File: config.mk
export PLATFORM = sky130hd
export DESIGN_NAME = label_row_packet_encoder
export DESIGN_NICKNAME = d
export VERILOG_FILES = /design/src/design/lrpe_pkg.sv /design/src/design/label_row_packet_encoder.sv /design/src/design/lrpe_ram.sv /design/src/design/lrpe_emit.sv
export SDC_FILE = /design/constraint.sdc
export NUM_CORES = 2
export LEC_CHECK = 0
export ABC_AREA = 1
export ABC_CLOCK_PERIOD_IN_PS = 5950
export BUFFER_PORTS_ARGS = -buffer_cell sky130_fd_sc_hd__buf_2
export CORE_MARGIN = 3
export CORE_UTILIZATION = 59
export CTS_BUF_LIST = sky130_fd_sc_hd__clkbuf_2 sky130_fd_sc_hd__clkbuf_4 sky130_fd_sc_hd__clkbuf_8
export DETAILED_ROUTE_END_ITERATION = 16
export GPL_TIMING_DRIVEN = 1
export PLACE_DENSITY = 0.74
export SETUP_SLACK_MARGIN = 0.05
export SYNTH_ARGS = -nofsm -noshare
export SYNTH_HDL_FRONTEND = slang
export SYNTH_SLANG_ARGS = --single-unit
File: constraint.sdc
create_clock -name clk_i -period 5.95 [get_ports clk_i]
set_input_delay 0.2975 -clock clk_i [delete_from_list [all_inputs] [get_ports clk_i]]
set_output_delay 0.2975 -clock clk_i [all_outputs]
set_load 0.005 [all_outputs]
File: src/design/lrpe_pkg.sv
// shared types, constants and helpers for the label row packet encoder
package lrpe_pkg;

  localparam int unsigned MaxRowBytes = 48;
  localparam logic [7:0]  SyncHead    = 8'h55;
  localparam logic [7:0]  SyncTail    = 8'hAA;
  localparam logic [7:0]  RunLimit    = 8'd255;

  typedef enum logic [1:0] {
    CFG_ROW_BYTES,
    CFG_PRINTHEAD,
    CFG_CMD_BITMAP,
    CFG_CMD_EMPTY
  } cfg_idx_e;

  typedef enum logic [1:0] {
    ST_IDLE,
    ST_CMP,
    ST_EMIT
  } top_state_e;

  typedef enum logic [1:0] {
    EM_IDLE,
    EM_RD,
    EM_OUT
  } emit_state_e;

  typedef struct packed {
    logic        blank;
    logic [7:0]  cmd;
    logic [7:0]  pay_len;
    logic [15:0] start_row;
    logic [7:0]  cnt0;
    logic [7:0]  cnt1;
    logic [7:0]  cnt2;
    logic [7:0]  run_len;
  } pkt_desc_t;

  typedef struct packed {
    logic busy;
    logic done;
  } emit_stat_t;

  function automatic logic [3:0] popcount8(input logic [7:0] v);
    logic [3:0] c;
    c = '0;
    for (int i = 0; i < 8; i++) begin
      c = c + 4'(v[i]);
    end
    return c;
  endfunction

  // pixels / 24 == (pixels >> 3) / 3, the divide by 3 as a reciprocal multiply
  function automatic logic [4:0] third_of(input logic [8:0] pixels);
    logic [13:0] prod;
    prod = 14'(pixels[8:3]) * 14'd171;
    return prod[13:9];
  endfunction

endpackage

File: src/design/label_row_packet_encoder.sv
// top level: row tracking, run state and the two row banks
//
//  port group   direction  handshake          payload
//  in           sink       in_valid/in_stall  func, pixel_byte
//  out          source     out_valid/out_stall out_byte, last_of_packet
//  cfg          sink       cfg_valid/cfg_ready cfg_index, cfg_data
//
// a pixel beat is a ram read of the run bank, then a compare and update
// a packet is sent byte by byte, with one ram read and one output load per byte
// rows are double-banked; a per-entry bank select flips on a new run instead of copying
// in_stall is high while a beat is compared or a packet is being sent
// reset clears all control state; row bank contents are undefined until written
module label_row_packet_encoder #(
  parameter int unsigned MAX_ROW_BYTES = lrpe_pkg::MaxRowBytes
) (
  input  logic       clk_i,
  input  logic       rst_ni,
  input  logic       in_valid_i,
  output logic       in_stall_o,
  input  logic       func_i,
  input  logic [7:0] pixel_byte_i,
  output logic       out_valid_o,
  input  logic       out_stall_i,
  output logic [7:0] out_byte_o,
  output logic       last_of_packet_o,
  input  logic       cfg_valid_i,
  output logic       cfg_ready_o,
  input  logic [1:0] cfg_index_i,
  input  logic [8:0] cfg_data_i
);
  import lrpe_pkg::*;

  localparam int unsigned AW = (MAX_ROW_BYTES > 1) ? $clog2(MAX_ROW_BYTES) : 1;
  localparam int unsigned PW = $clog2(MAX_ROW_BYTES + 1);

  logic [5:0] row_bytes_q;
  logic [8:0] ph_q;
  logic [7:0] cmd_bm_q, cmd_em_q;

  top_state_e      st_q, st_d;
  logic            run_open_q, run_open_d;
  logic            run_blank_q, run_blank_d;
  logic [7:0]      run_len_q, run_len_d;
  logic [15:0]     run_start_q, run_start_d;
  logic [15:0]     row_cnt_q, row_cnt_d;
  logic [PW-1:0]   pos_q, pos_d;
  logic            match_q, match_d;
  logic            zero_q, zero_d;
  logic [3:0][8:0] run_cnt_q, run_cnt_d;
  logic [3:0][8:0] inc_cnt_q, inc_cnt_d;
  // bank that holds each run entry, and entries rewritten since the run opened
  logic [MAX_ROW_BYTES-1:0] run_bank_q, run_bank_d;
  logic [MAX_ROW_BYTES-1:0] fresh_q, fresh_d;
  logic            rsel_q;
  logic            eoi_q, eoi_d;
  logic [7:0]      b_q, b_d;

  logic            accept, wr_en, wr_to1, emit_start, do_install, joins;
  logic [PW-1:0]   eff_len, np;
  logic [4:0]      third;
  logic [6:0]      third7, third2_7, third3_7, pos7, eff7;
  logic [1:0]      seg;
  logic [3:0]      pc;
  logic [7:0]      rd0, rd1, rd_run;
  logic [AW-1:0]   emit_addr, raddr;
  logic            split;
  pkt_desc_t       desc;
  emit_stat_t      emit_stat;

  // configuration
  assign cfg_ready_o = 1'b1;
  always_ff @(posedge clk_i or negedge rst_ni) begin
    if (!rst_ni) begin
      row_bytes_q <= 6'd48;
      ph_q        <= 9'd384;
      cmd_bm_q    <= 8'd133;
      cmd_em_q    <= 8'd132;
    end else if (cfg_valid_i) begin
      case (cfg_idx_e'(cfg_index_i))
        CFG_ROW_BYTES:  row_bytes_q <= cfg_data_i[5:0];
        CFG_PRINTHEAD:  ph_q        <= cfg_data_i;
        CFG_CMD_BITMAP: cmd_bm_q    <= cfg_data_i[7:0];
        CFG_CMD_EMPTY:  cmd_em_q    <= cfg_data_i[7:0];
        default: ;
      endcase
    end
  end

  always_comb begin
    if (row_bytes_q == 6'd0) begin
      eff_len = PW'(1);
    end else if (row_bytes_q > 6'(MAX_ROW_BYTES)) begin
      eff_len = PW'(MAX_ROW_BYTES);
    end else begin
      eff_len = PW'(row_bytes_q);
    end
  end

  assign third    = third_of(ph_q);
  assign third7   = 7'(third);
  assign third2_7 = 7'({third, 1'b0});
  assign third3_7 = third2_7 + third7;
  assign pos7     = 7'(pos_q);
  assign eff7     = 7'(eff_len);
  assign seg      = 2'(pos7 >= third7) + 2'(pos7 >= third2_7);
  assign pc       = popcount8(b_q);
  assign split    = (third != 5'd0) && (eff7 <= third3_7);

  // run packet description, stable while a packet is sent
  always_comb begin
    desc.blank     = run_blank_q;
    desc.cmd       = run_blank_q ? cmd_em_q : cmd_bm_q;
    desc.pay_len   = run_blank_q ? 8'd2 : 8'd6 + 8'(eff_len);
    desc.start_row = run_start_q;
    desc.cnt0      = split ? run_cnt_q[0][7:0] : 8'd0;
    desc.cnt1      = split ? run_cnt_q[1][7:0] : run_cnt_q[3][7:0];
    desc.cnt2      = split ? run_cnt_q[2][7:0] : {7'd0, run_cnt_q[3][8]};
    desc.run_len   = run_len_q;
  end

  assign in_stall_o = (st_q != ST_IDLE);
  assign accept     = in_valid_i && !in_stall_o;
  assign wr_en      = accept && !func_i;
  assign wr_to1     = !run_bank_q[pos_q[AW-1:0]];
  assign raddr      = (st_q == ST_EMIT) ? emit_addr : pos_q[AW-1:0];
  assign rd_run     = rsel_q ? rd1 : rd0;

  always_comb begin
    st_d        = st_q;
    run_open_d  = run_open_q;
    run_blank_d = run_blank_q;
    run_len_d   = run_len_q;
    run_start_d = run_start_q;
    row_cnt_d   = row_cnt_q;
    pos_d       = pos_q;
    match_d     = match_q;
    zero_d      = zero_q;
    run_cnt_d   = run_cnt_q;
    inc_cnt_d   = inc_cnt_q;
    run_bank_d  = run_bank_q;
    fresh_d     = fresh_q;
    eoi_d       = eoi_q;
    b_d         = b_q;
    emit_start  = 1'b0;
    do_install  = 1'b0;
    joins       = 1'b0;
    np          = pos_q + PW'(1);
    if (wr_en) begin
      fresh_d[pos_q[AW-1:0]] = 1'b1;
    end
    case (st_q)
      ST_IDLE: begin
        if (accept) begin
          if (func_i) begin
            if (run_open_q) begin
              emit_start = 1'b1;
              eoi_d      = 1'b1;
              st_d       = ST_EMIT;
            end else begin
              row_cnt_d = '0;
              pos_d     = '0;
              match_d   = 1'b1;
              zero_d    = 1'b1;
              inc_cnt_d = '0;
            end
          end else begin
            b_d  = pixel_byte_i;
            st_d = ST_CMP;
          end
        end
      end
      ST_CMP: begin
        match_d = match_q && (b_q == rd_run);
        zero_d  = zero_q && (b_q == 8'd0);
        if ((third != 5'd0) && (pos7 < third3_7)) begin
          inc_cnt_d[seg] = inc_cnt_q[seg] + 9'(pc);
        end
        inc_cnt_d[3] = inc_cnt_q[3] + 9'(pc);
        pos_d = np;
        st_d  = ST_IDLE;
        if (np >= eff_len) begin
          joins = run_open_q && (run_len_q < RunLimit) &&
                  (run_blank_q ? zero_d : (!zero_d && match_d));
          if (joins) begin
            run_len_d = run_len_q + 8'd1;
            row_cnt_d = row_cnt_q + 16'd1;
            pos_d     = '0;
            match_d   = 1'b1;
            zero_d    = 1'b1;
            inc_cnt_d = '0;
          end else if (run_open_q) begin
            emit_start = 1'b1;
            eoi_d      = 1'b0;
            st_d       = ST_EMIT;
          end else begin
            do_install = 1'b1;
          end
        end
      end
      ST_EMIT: begin
        if (emit_stat.done) begin
          st_d = ST_IDLE;
          if (eoi_q) begin
            run_open_d = 1'b0;
            row_cnt_d  = '0;
            pos_d      = '0;
            match_d    = 1'b1;
            zero_d     = 1'b1;
            inc_cnt_d  = '0;
          end else begin
            do_install = 1'b1;
          end
        end
      end
      default: st_d = ST_IDLE;
    endcase
    // the finished row opens a new run; rewritten entries move to the other bank
    if (do_install) begin
      run_open_d  = 1'b1;
      run_blank_d = zero_d;
      run_len_d   = 8'd1;
      run_start_d = row_cnt_q;
      run_cnt_d   = inc_cnt_d;
      run_bank_d  = run_bank_q ^ fresh_q;
      fresh_d     = '0;
      row_cnt_d   = row_cnt_q + 16'd1;
      pos_d       = '0;
      match_d     = 1'b1;
      zero_d      = 1'b1;
      inc_cnt_d   = '0;
    end
  end

  always_ff @(posedge clk_i or negedge rst_ni) begin
    if (!rst_ni) begin
      st_q        <= ST_IDLE;
      run_open_q  <= 1'b0;
      run_blank_q <= 1'b0;
      run_len_q   <= '0;
      run_start_q <= '0;
      row_cnt_q   <= '0;
      pos_q       <= '0;
      match_q     <= 1'b1;
      zero_q      <= 1'b1;
      run_cnt_q   <= '0;
      inc_cnt_q   <= '0;
      run_bank_q  <= '0;
      fresh_q     <= '0;
      eoi_q       <= 1'b0;
    end else begin
      st_q        <= st_d;
      run_open_q  <= run_open_d;
      run_blank_q <= run_blank_d;
      run_len_q   <= run_len_d;
      run_start_q <= run_start_d;
      row_cnt_q   <= row_cnt_d;
      pos_q       <= pos_d;
      match_q     <= match_d;
      zero_q      <= zero_d;
      run_cnt_q   <= run_cnt_d;
      inc_cnt_q   <= inc_cnt_d;
      run_bank_q  <= run_bank_d;
      fresh_q     <= fresh_d;
      eoi_q       <= eoi_d;
    end
  end

  // bank select follows the read address so it lines up with the ram data
  always_ff @(posedge clk_i) begin
    b_q    <= b_d;
    rsel_q <= run_bank_q[raddr];
  end

  // incoming byte lands in the bank that does not hold that run entry
  lrpe_ram #(
    .WIDTH(8),
    .DEPTH(MAX_ROW_BYTES)
  ) u_bank0 (
    .clk_i   (clk_i),
    .we_i    (wr_en && !wr_to1),
    .waddr_i (pos_q[AW-1:0]),
    .wdata_i (pixel_byte_i),
    .raddr_i (raddr),
    .rdata_o (rd0)
  );

  lrpe_ram #(
    .WIDTH(8),
    .DEPTH(MAX_ROW_BYTES)
  ) u_bank1 (
    .clk_i   (clk_i),
    .we_i    (wr_en && wr_to1),
    .waddr_i (pos_q[AW-1:0]),
    .wdata_i (pixel_byte_i),
    .raddr_i (raddr),
    .rdata_o (rd1)
  );

  lrpe_emit #(
    .AW(AW)
  ) u_emit (
    .clk_i            (clk_i),
    .rst_ni           (rst_ni),
    .start_i          (emit_start),
    .desc_i           (desc),
    .rdata_i          (rd_run),
    .raddr_o          (emit_addr),
    .stat_o           (emit_stat),
    .out_valid_o      (out_valid_o),
    .out_stall_i      (out_stall_i),
    .out_byte_o       (out_byte_o),
    .last_of_packet_o (last_of_packet_o)
  );

  a_open_has_len: assert property (@(posedge clk_i) disable iff (!rst_ni)
    run_open_q |-> run_len_q != 8'd0)
    else $error("open run with zero length");

  a_done_in_emit: assert property (@(posedge clk_i) disable iff (!rst_ni)
    emit_stat.done |-> st_q == ST_EMIT)
    else $error("packet finished outside emit state");

  a_emit_busy: assert property (@(posedge clk_i) disable iff (!rst_ni)
    emit_start |=> emit_stat.busy)
    else $error("packet start did not engage sequencer");

  a_pos_range: assert property (@(posedge clk_i) disable iff (!rst_ni)
    pos_q <= PW'(MAX_ROW_BYTES))
    else $error("byte position beyond row store");

endmodule

File: src/design/lrpe_ram.sv
// generic single-write single-read ram with registered read data
module lrpe_ram #(
  parameter int unsigned WIDTH = 8,
  parameter int unsigned DEPTH = 48
) (
  input  logic                                        clk_i,
  input  logic                                        we_i,
  input  logic [((DEPTH > 1) ? $clog2(DEPTH) : 1)-1:0] waddr_i,
  input  logic [WIDTH-1:0]                            wdata_i,
  input  logic [((DEPTH > 1) ? $clog2(DEPTH) : 1)-1:0] raddr_i,
  output logic [WIDTH-1:0]                            rdata_o
);

  logic [WIDTH-1:0] mem_q [DEPTH];
  logic [WIDTH-1:0] rdata_q;

  always_ff @(posedge clk_i) begin
    if (we_i) begin
      mem_q[waddr_i] <= wdata_i;
    end
    rdata_q <= mem_q[raddr_i];
  end

  assign rdata_o = rdata_q;

endmodule

File: src/design/lrpe_emit.sv
// packet sequencer: frames one run packet into bytes behind an output register
module lrpe_emit #(
  parameter int unsigned AW = 6
) (
  input  logic                clk_i,
  input  logic                rst_ni,
  input  logic                start_i,
  input  lrpe_pkg::pkt_desc_t desc_i,
  input  logic [7:0]          rdata_i,
  output logic [AW-1:0]       raddr_o,
  output lrpe_pkg::emit_stat_t stat_o,
  output logic                out_valid_o,
  input  logic                out_stall_i,
  output logic [7:0]          out_byte_o,
  output logic                last_of_packet_o
);
  import lrpe_pkg::*;

  emit_state_e st_q, st_d;
  logic [6:0]  idx_q, idx_d;
  logic [7:0]  chk_q, chk_d;
  logic        ov_q, ov_d;
  logic [7:0]  ob_q, ob_d;
  logic        ol_q, ol_d;
  logic        done;

  logic [6:0] n7;
  logic [6:0] p;
  logic [7:0] cur;
  logic       cur_last;
  logic       in_chk;

  assign n7 = desc_i.pay_len[6:0];
  assign p  = idx_q - 7'd4;
  assign raddr_o = AW'(p - 7'd6);

  always_comb begin
    cur      = SyncTail;
    cur_last = (idx_q == n7 + 7'd6);
    in_chk   = (idx_q >= 7'd2) && (idx_q < n7 + 7'd4);
    if (idx_q < 7'd2) begin
      cur = SyncHead;
    end else if (idx_q == 7'd2) begin
      cur = desc_i.cmd;
    end else if (idx_q == 7'd3) begin
      cur = desc_i.pay_len;
    end else if (idx_q < n7 + 7'd4) begin
      if (desc_i.blank) begin
        cur = (p == 7'd0) ? 8'd0 : desc_i.run_len;
      end else begin
        case (p)
          7'd0:    cur = desc_i.start_row[15:8];
          7'd1:    cur = desc_i.start_row[7:0];
          7'd2:    cur = desc_i.cnt0;
          7'd3:    cur = desc_i.cnt1;
          7'd4:    cur = desc_i.cnt2;
          7'd5:    cur = desc_i.run_len;
          default: cur = rdata_i;
        endcase
      end
    end else if (idx_q == n7 + 7'd4) begin
      cur = chk_q;
    end
  end

  always_comb begin
    st_d  = st_q;
    idx_d = idx_q;
    chk_d = chk_q;
    ov_d  = ov_q;
    ob_d  = ob_q;
    ol_d  = ol_q;
    done  = 1'b0;
    if (ov_q && !out_stall_i) begin
      ov_d = 1'b0;
    end
    case (st_q)
      EM_IDLE: begin
        if (start_i) begin
          idx_d = '0;
          chk_d = '0;
          st_d  = EM_RD;
        end
      end
      EM_RD: begin
        // ram address settles from idx, data valid next cycle
        st_d = EM_OUT;
      end
      EM_OUT: begin
        if (!ov_q || !out_stall_i) begin
          ov_d = 1'b1;
          ob_d = cur;
          ol_d = cur_last;
          if (in_chk) begin
            chk_d = chk_q ^ cur;
          end
          if (cur_last) begin
            done = 1'b1;
            st_d = EM_IDLE;
          end else begin
            idx_d = idx_q + 7'd1;
            st_d  = EM_RD;
          end
        end
      end
      default: st_d = EM_IDLE;
    endcase
  end

  always_ff @(posedge clk_i or negedge rst_ni) begin
    if (!rst_ni) begin
      st_q <= EM_IDLE;
      ov_q <= 1'b0;
    end else begin
      st_q <= st_d;
      ov_q <= ov_d;
    end
  end

  always_ff @(posedge clk_i) begin
    idx_q <= idx_d;
    chk_q <= chk_d;
    ob_q  <= ob_d;
    ol_q  <= ol_d;
  end

  assign stat_o.busy      = (st_q != EM_IDLE);
  assign stat_o.done      = done;
  assign out_valid_o      = ov_q;
  assign out_byte_o       = ob_q;
  assign last_of_packet_o = ol_q;

endmodule
# ---- After elaboration in Yosys (flattened, before gate mapping)
# Memories as Yosys holds them, arrays and structs flattened. A register that Yosys moved wholly into a read port is not among the register bits.
# Index checks and enable logic that the tools add are counted.
dict set report op_classes {
  magnitude_cmp 15
  bitwise_logic 4
  n_reduce_logical 55
  n_eq_ne 36
  mul 1
  muxes 134
  n_addsub 20
}
# cell n
set op_table {}
lappend op_table {{$mux W36} 8}
lappend op_table {{$mux W8} 19}
lappend op_table {{$mux W16} 8}
lappend op_table {{$pmux W36 S3} 1}
lappend op_table {{$mux W48} 2}
lappend op_table {{$mux W6} 11}
lappend op_table {{$mux W1} 51}
lappend op_table {{$or A48 B48 Y48} 1}
lappend op_table {{$pmux W16 S3} 1}
lappend op_table {{$pmux W8 S6} 1}
lappend op_table {{$xor A48 B48 Y48} 1}
lappend op_table {{$bwmux W36} 1}
lappend op_table {{$eq A7 B2 Y1 const B} 4}
lappend op_table {{$mux W7} 4}
lappend op_table {{$mux W27} 1}
lappend op_table {{$ne A3 B3 Y1 const B} 7}
lappend op_table {{$reduce_bool A2 Y1} 10}
lappend op_table {{$add A9 B4 Y9} 2}
lappend op_table {{$bmux W9 S2} 1}
lappend op_table {{$demux W9 S2} 1}
lappend op_table {{$mux W2} 9}
lappend op_table {{$mux W9} 2}
lappend op_table {{$pmux W6 S3} 1}
lappend op_table {{$add A16 B1 Y16 const B} 1}
lappend op_table {{59 further kinds} 117}
dict set report word_totals {
  mem_count 2
  out_inout_bits 12
  ramBits 768
  regBits 285
  input_bits 25
}
# memory depth word_bits rd rd_clocked_by_memory_dff wr line
set mem_list {}
lappend mem_list {u_bank0.mem_q 48 8 1 1 1 lrpe_ram.sv:14} ;# logic [WIDTH-1:0] mem_q [DEPTH];
lappend mem_list {u_bank1.mem_q 48 8 1 1 1 lrpe_ram.sv:14}

# ---- Logic depth before layout (Yosys ltp)
dict set report logic_depth {
  depth_word 16
  mapped_depth 43
  depth_no_buf 43
}

# ---- By module
# From an unflattened synthesis, not the netlist that was laid out.
dict set report unflattened {
  hier_cells 4949
  hier_area_um2 49382.4
}
# mod n_inst cells_per_inst area_per_inst_um2
set modules_own_cells {}
lappend modules_own_cells {{lrpe_ram at u_bank1} 1 1331 15852.7}
lappend modules_own_cells {{lrpe_ram at u_bank0} 1 1318 15832.7}
lappend modules_own_cells {label_row_packet_encoder 1 1884 14870.5}
lappend modules_own_cells {lrpe_emit 1 416 2826.5}

# ---- Worst setup path before layout
# Ideal clock, no wire load.
dict set report synth_path {
  kind {register -> register}
  from {register ph_q[7]}
  to {register run_cnt_q[24] (netlist name)}
  t_arrival_ns 6.218
  setup_slack_ns -0.402
  stages_incl_launch_ff 37
  synth_period_minus_slack_ns 6.352
  cell_sequence {dfstp_2 ha_1 ha_1 a21o_1 fa_1 ha_1 a21oi_1 o21ai_0 a21o_1 xor2_1 inv_1 ha_1 o21ai_0 nand2_1 o21ai_0 o21ai_0 nor2_1 o21ai_0 nor2_1 inv_1 ha_1 inv_1 clkbuf_1 clkbuf_1 nor2_1 o21ai_0 ha_1 inv_1 fa_1 nor2_1 a211oi_1 nor2_1 nand2_1 xnor2_1 o21ai_0 o2bb2ai_1 o21ai_0}
}
dict set report synth_between {
  elab_chain_len 12
  elab_cells_between_ends 21
  cone_classes {add/sub (3); mul (1); order compare (5); mux (9); reduce/logical (3)}
}
# element line
set synth_rtl {}
lappend synth_rtl {{start, declared} label_row_packet_encoder.sv:37} ;# logic [8:0] ph_q;
lappend synth_rtl {{start signal, assigned} label_row_packet_encoder.sv:81} ;# CFG_PRINTHEAD: ph_q <= cfg_data_i;
lappend synth_rtl {{$mul A6 B8 Y14 (*)} lrpe_pkg.sv:56} ;# prod = 14'(pixels[8:3]) * 14'd171;
lappend synth_rtl {{branches (longest 7 deep; another with $add A9 B4 Y9)} -}
lappend synth_rtl {{$mux W27 (*)} label_row_packet_encoder.sv:175} ;# if ((third != 5'd0) && (pos7 < third3_7)) begin
lappend synth_rtl {{$mux W36} label_row_packet_encoder.sv:184} ;# if (joins) begin
lappend synth_rtl {{$mux W36 (*)} label_row_packet_encoder.sv:181} ;# if (np >= eff_len) begin
lappend synth_rtl {{$pmux W36 S3 (*)} label_row_packet_encoder.sv:151} ;# case (st_q)
lappend synth_rtl {{end signal, assigned} label_row_packet_encoder.sv:260} ;# run_cnt_q <= run_cnt_d;
lappend synth_rtl {{end, declared} label_row_packet_encoder.sv:49} ;# logic [3:0][8:0] run_cnt_q, run_cnt_d;
# Every way passes the cells marked *. The select of a mux whose other input is x is not followed.
# A chain may end at the register's enable or synchronous reset.

# ---- Worst setup path in the final report
dict set report layout_path {
  from {register ph_q[8]}
  to {register run_cnt_q[7] (netlist name)}
}
# The elaborated chain is that of the path after synthesis.

==> results_dict.tcl <==
set metrics [dict create \
    status "finished with violations" \
    violations "setup timing" \
    synth-seq-cells 1063 \
    vdd.ir_drop.worst_uv 490.0 \
    cts_root_buf "clkbuf_8" \
    fin_util_pct 67.24 \
    synth_fp_nets 4447 \
    power_density_mw_per_mm2 525.2 \
    die-width_microns 289.4 \
    dr.pass1.iters 7 \
    grt_pass1_vias 33130 \
    final_nets 4556 \
    synth_top_cell_by_area "edfxtp_1" \
    ys_top_cells_by_count "edfxtp_1, nor2_1, o21ai_0" \
    cts_tree "done" \
    gp_congestion 0.9103 \
    drt-initial-drc-count 4006 \
    regToRegSetupSlack_ps -260 \
    wl_microns 126000 \
    wl_met1_microns 50800 \
    slowest_delay_ps 600 \
    fp.dieArea_sq_mm 0.08375 \
    synth_most_common_cell "edfxtp_1" \
    cp.required_ps 6630 \
    slowest_stage "fa_1" \
    met3WireLength_microns 10940 \
    wl_met2_microns 59220 \
    power.leakage_uw 0.02040 \
    syn2layout_area_growth_pct 12.45 \
    vias 34520 \
    setup_tns_ps -6799 \
    worst_setup_path_end_kind "register" \
    ant_nets 0 \
    drv_cap 0 \
    async_flop_share_pct 23.14 \
    vias_per_cell 6.153 \
    grt_usage_pct 29.90 \
    yosysWarnings 0 \
    antenna_found_initial 3 \
    max_freq_ghz 0.1609 \
    num_io_pins 37 \
    wl_per_cell_microns 22.47 \
    maxSlewHeadroom_pct 10.91 \
    cts_max_level 4 \
    syn_area_sq_mm 0.04739 \
    cp.arrival_ps 6890 \
    ys_seq_area_share_pct 64.43 \
    setup_ws_ps -264.3 \
    hp-class "primary input to register" \
    placementRows 103 \
    cp_max_fo 4 \
    grt_pass1_wl_microns 192100 \
    startpoint_type "register" \
    synth_area_leaders "edfxtp_1, dfrtp_1, o21ai_0" \
    die_height_microns 289.4 \
    routed.top_layer "met5" \
    finalCritPeriodShare_pct 104.4 \
    layout-drive-gt1-share_pct 13.69 \
    rsz0062_at_grt "yes" \
    clk-insertion-delay-late_ps 830 \
    clock_sinks 1063 \
    path_common_cell "o21ai_1" \
    clkTransAtPathRegs_ps 60 \
    initial_utilization_pct 59.79 \
    grt_max_degree 217 \
    synth_cell_types 63 \
    core_area_sq_mm 0.07926 \
    post-route-min-period_ps 6214 \
    setup_viol_count_final 52 \
    synthCells 4314 \
    clk_path_buf_depth 3 \
    synthFlopType "edfxtp_1" \
    drc 0 \
    synth.avg_cell_area_sq_um 10.98 \
    tightest_slew_ps 1324 \
    netlist.area_leader.share_pct 50.70 \
    timing.final.max_slew_violations 0 \
    dp_hpwl_microns 77220 \
    cts_inserted_buffers 168 \
    overflow 0 \
    worst-setup-path-type "register to register" \
    synth_edf_count 800 \
    hold_viol 0 \
    place.port_buffers 35 \
    clock_skew_ps 39.80 \
]
[per-layer routing]
| metal | track usage [%] | up-vias |
|---|---|---|
| met1 | 41.11 | 16790 |
| met3 | 5.657 | 308 |
| li1 | - | 15670 |
| met4 | 12.58 | 2 |
| met5 | 0 | - |
| met2 | 47.17 | 1750 |
[report_power, final]
part           switching [uW]  internal (uW)
Clock                    2880           3340
Combinational            8310           4700
Sequential                301           8440
[path summary, 6_finish.rpt]
path                                                 start                    endpoint  cells past startpoint
worst max-delay path                   ph_q[8]$_DFFE_PN1P_    run_cnt_q[7]$_DFFE_PN0P_                     34
worst min-delay path                        cfg_index_i[1]  row_bytes_q[5]$_DFFE_PN1P_                      4
worst max register to register         ph_q[8]$_DFFE_PN1P_    run_cnt_q[7]$_DFFE_PN0P_                     34
worst min register to register  run_bank_q[15]$_DFFE_PN0P_  run_bank_q[15]$_DFFE_PN0P_                      1
max in group asynchronous                           rst_ni  run_bank_q[12]$_DFFE_PN0P_                      3
min in group asynchronous                           rst_ni     cmd_em_q[6]$_DFFE_PN0P_                      2
[critical path, delay by kind of cell, from the launching register on]
kind,cells,cell delay (ps)
xor+xnor,2,340
fa+ha+maj,7,2350
compound gates,11,1290
flops,1,570
buf+inv,7,720
simple gates,7,820
[sequential cells by signal, summed over array words and instances, names as in the netlist, 8 cells and up]
register / flops
b_q: 8
cmd_bm_q: 8
cmd_em_q: 8
fresh_q: 48
inc_cnt_q: 33
row_cnt_q: 16
run_bank_q: 48
run_cnt_q: 33
run_len_q: 8
run_start_q: 16
u_bank0.mem_q: 384
u_bank0.rdata_o: 8
u_bank1.mem_q: 384
u_bank1.rdata_o: 8
u_emit.chk_q: 8
u_emit.out_byte_o: 8
[area by class of cell]
class,count,area (sq um)
flip-flops and latches,1063,30530
fillers,5887,25970
multi-input cells,2734,15410
clock buffers,252,3018
repair buffers,187,1627
well taps,1050,1314
inverters,269,1032
clock inverters,53,346.6
diodes,2,5.005
[what timing repair did]
action | CTS | global route
hold buffers | 20 | 0
resized for setup | 76 | 86
pin swaps | 57 | 70
buffers inserted | 14 | 10
setup endpoints to repair | 60 | 64
endpoints found under the hold margin | 262 | 0
[placed cells by master (no fill, tap or decap), types with 83 or more instances in the layout]
master and count:
ha_1 83, buf_4 109, nor2_1 670, edfxtp_1 800, o221ai_1 124, inv_1 243, dfrtp_1 235, o21ai_0 506
clkbuf_8 180, a21oi_1 147, nand2_1 446, nand3_1 135
[metrics by stage]
stage | cells | setup slack, ps | instance area, sq um | hold slack (ps) | power [uW]
2_1_floorplan | 4314 | -44.87 | 47480 | 1.909 | 15930
3_3_place_gp | 5260 | -301.8 | 49000 | 407.9 | 19810
3_5_place_dp | 5260 | -326.7 | 49000 | 396.2 | 20050
4_1_cts | 5599 | -173.6 | 52890 | 9.378 | 27100
5_1_grt | 5610 | -549.3 | 53290 | 76.30 | 29500
6_report | 5610 | -264.3 | 53290 | 59.49 | 27990
[kinds of logic (layout without fill, tap and decap cells)]
| logic type | after synthesis | after routing | synth area share (%) |
|---|---|---|---|
| other | 1 | 3 | 0.007914 |
| AOI/OAI and AO/OA | 1150 | 1150 | 14.57 |
| muxes | 1 | 1 | 0.02376 |
| buffers and inverters | 517 | 761 | 4.346 |
| adders and majority gates | 108 | 108 | 3.026 |
| and+or+nand+nor | 1374 | 1374 | 11.74 |
| xor gates and xnor gates | 100 | 100 | 1.848 |
| DFF | 1063 | 1063 | 64.43 |
(Power assumes the default switching activity.)
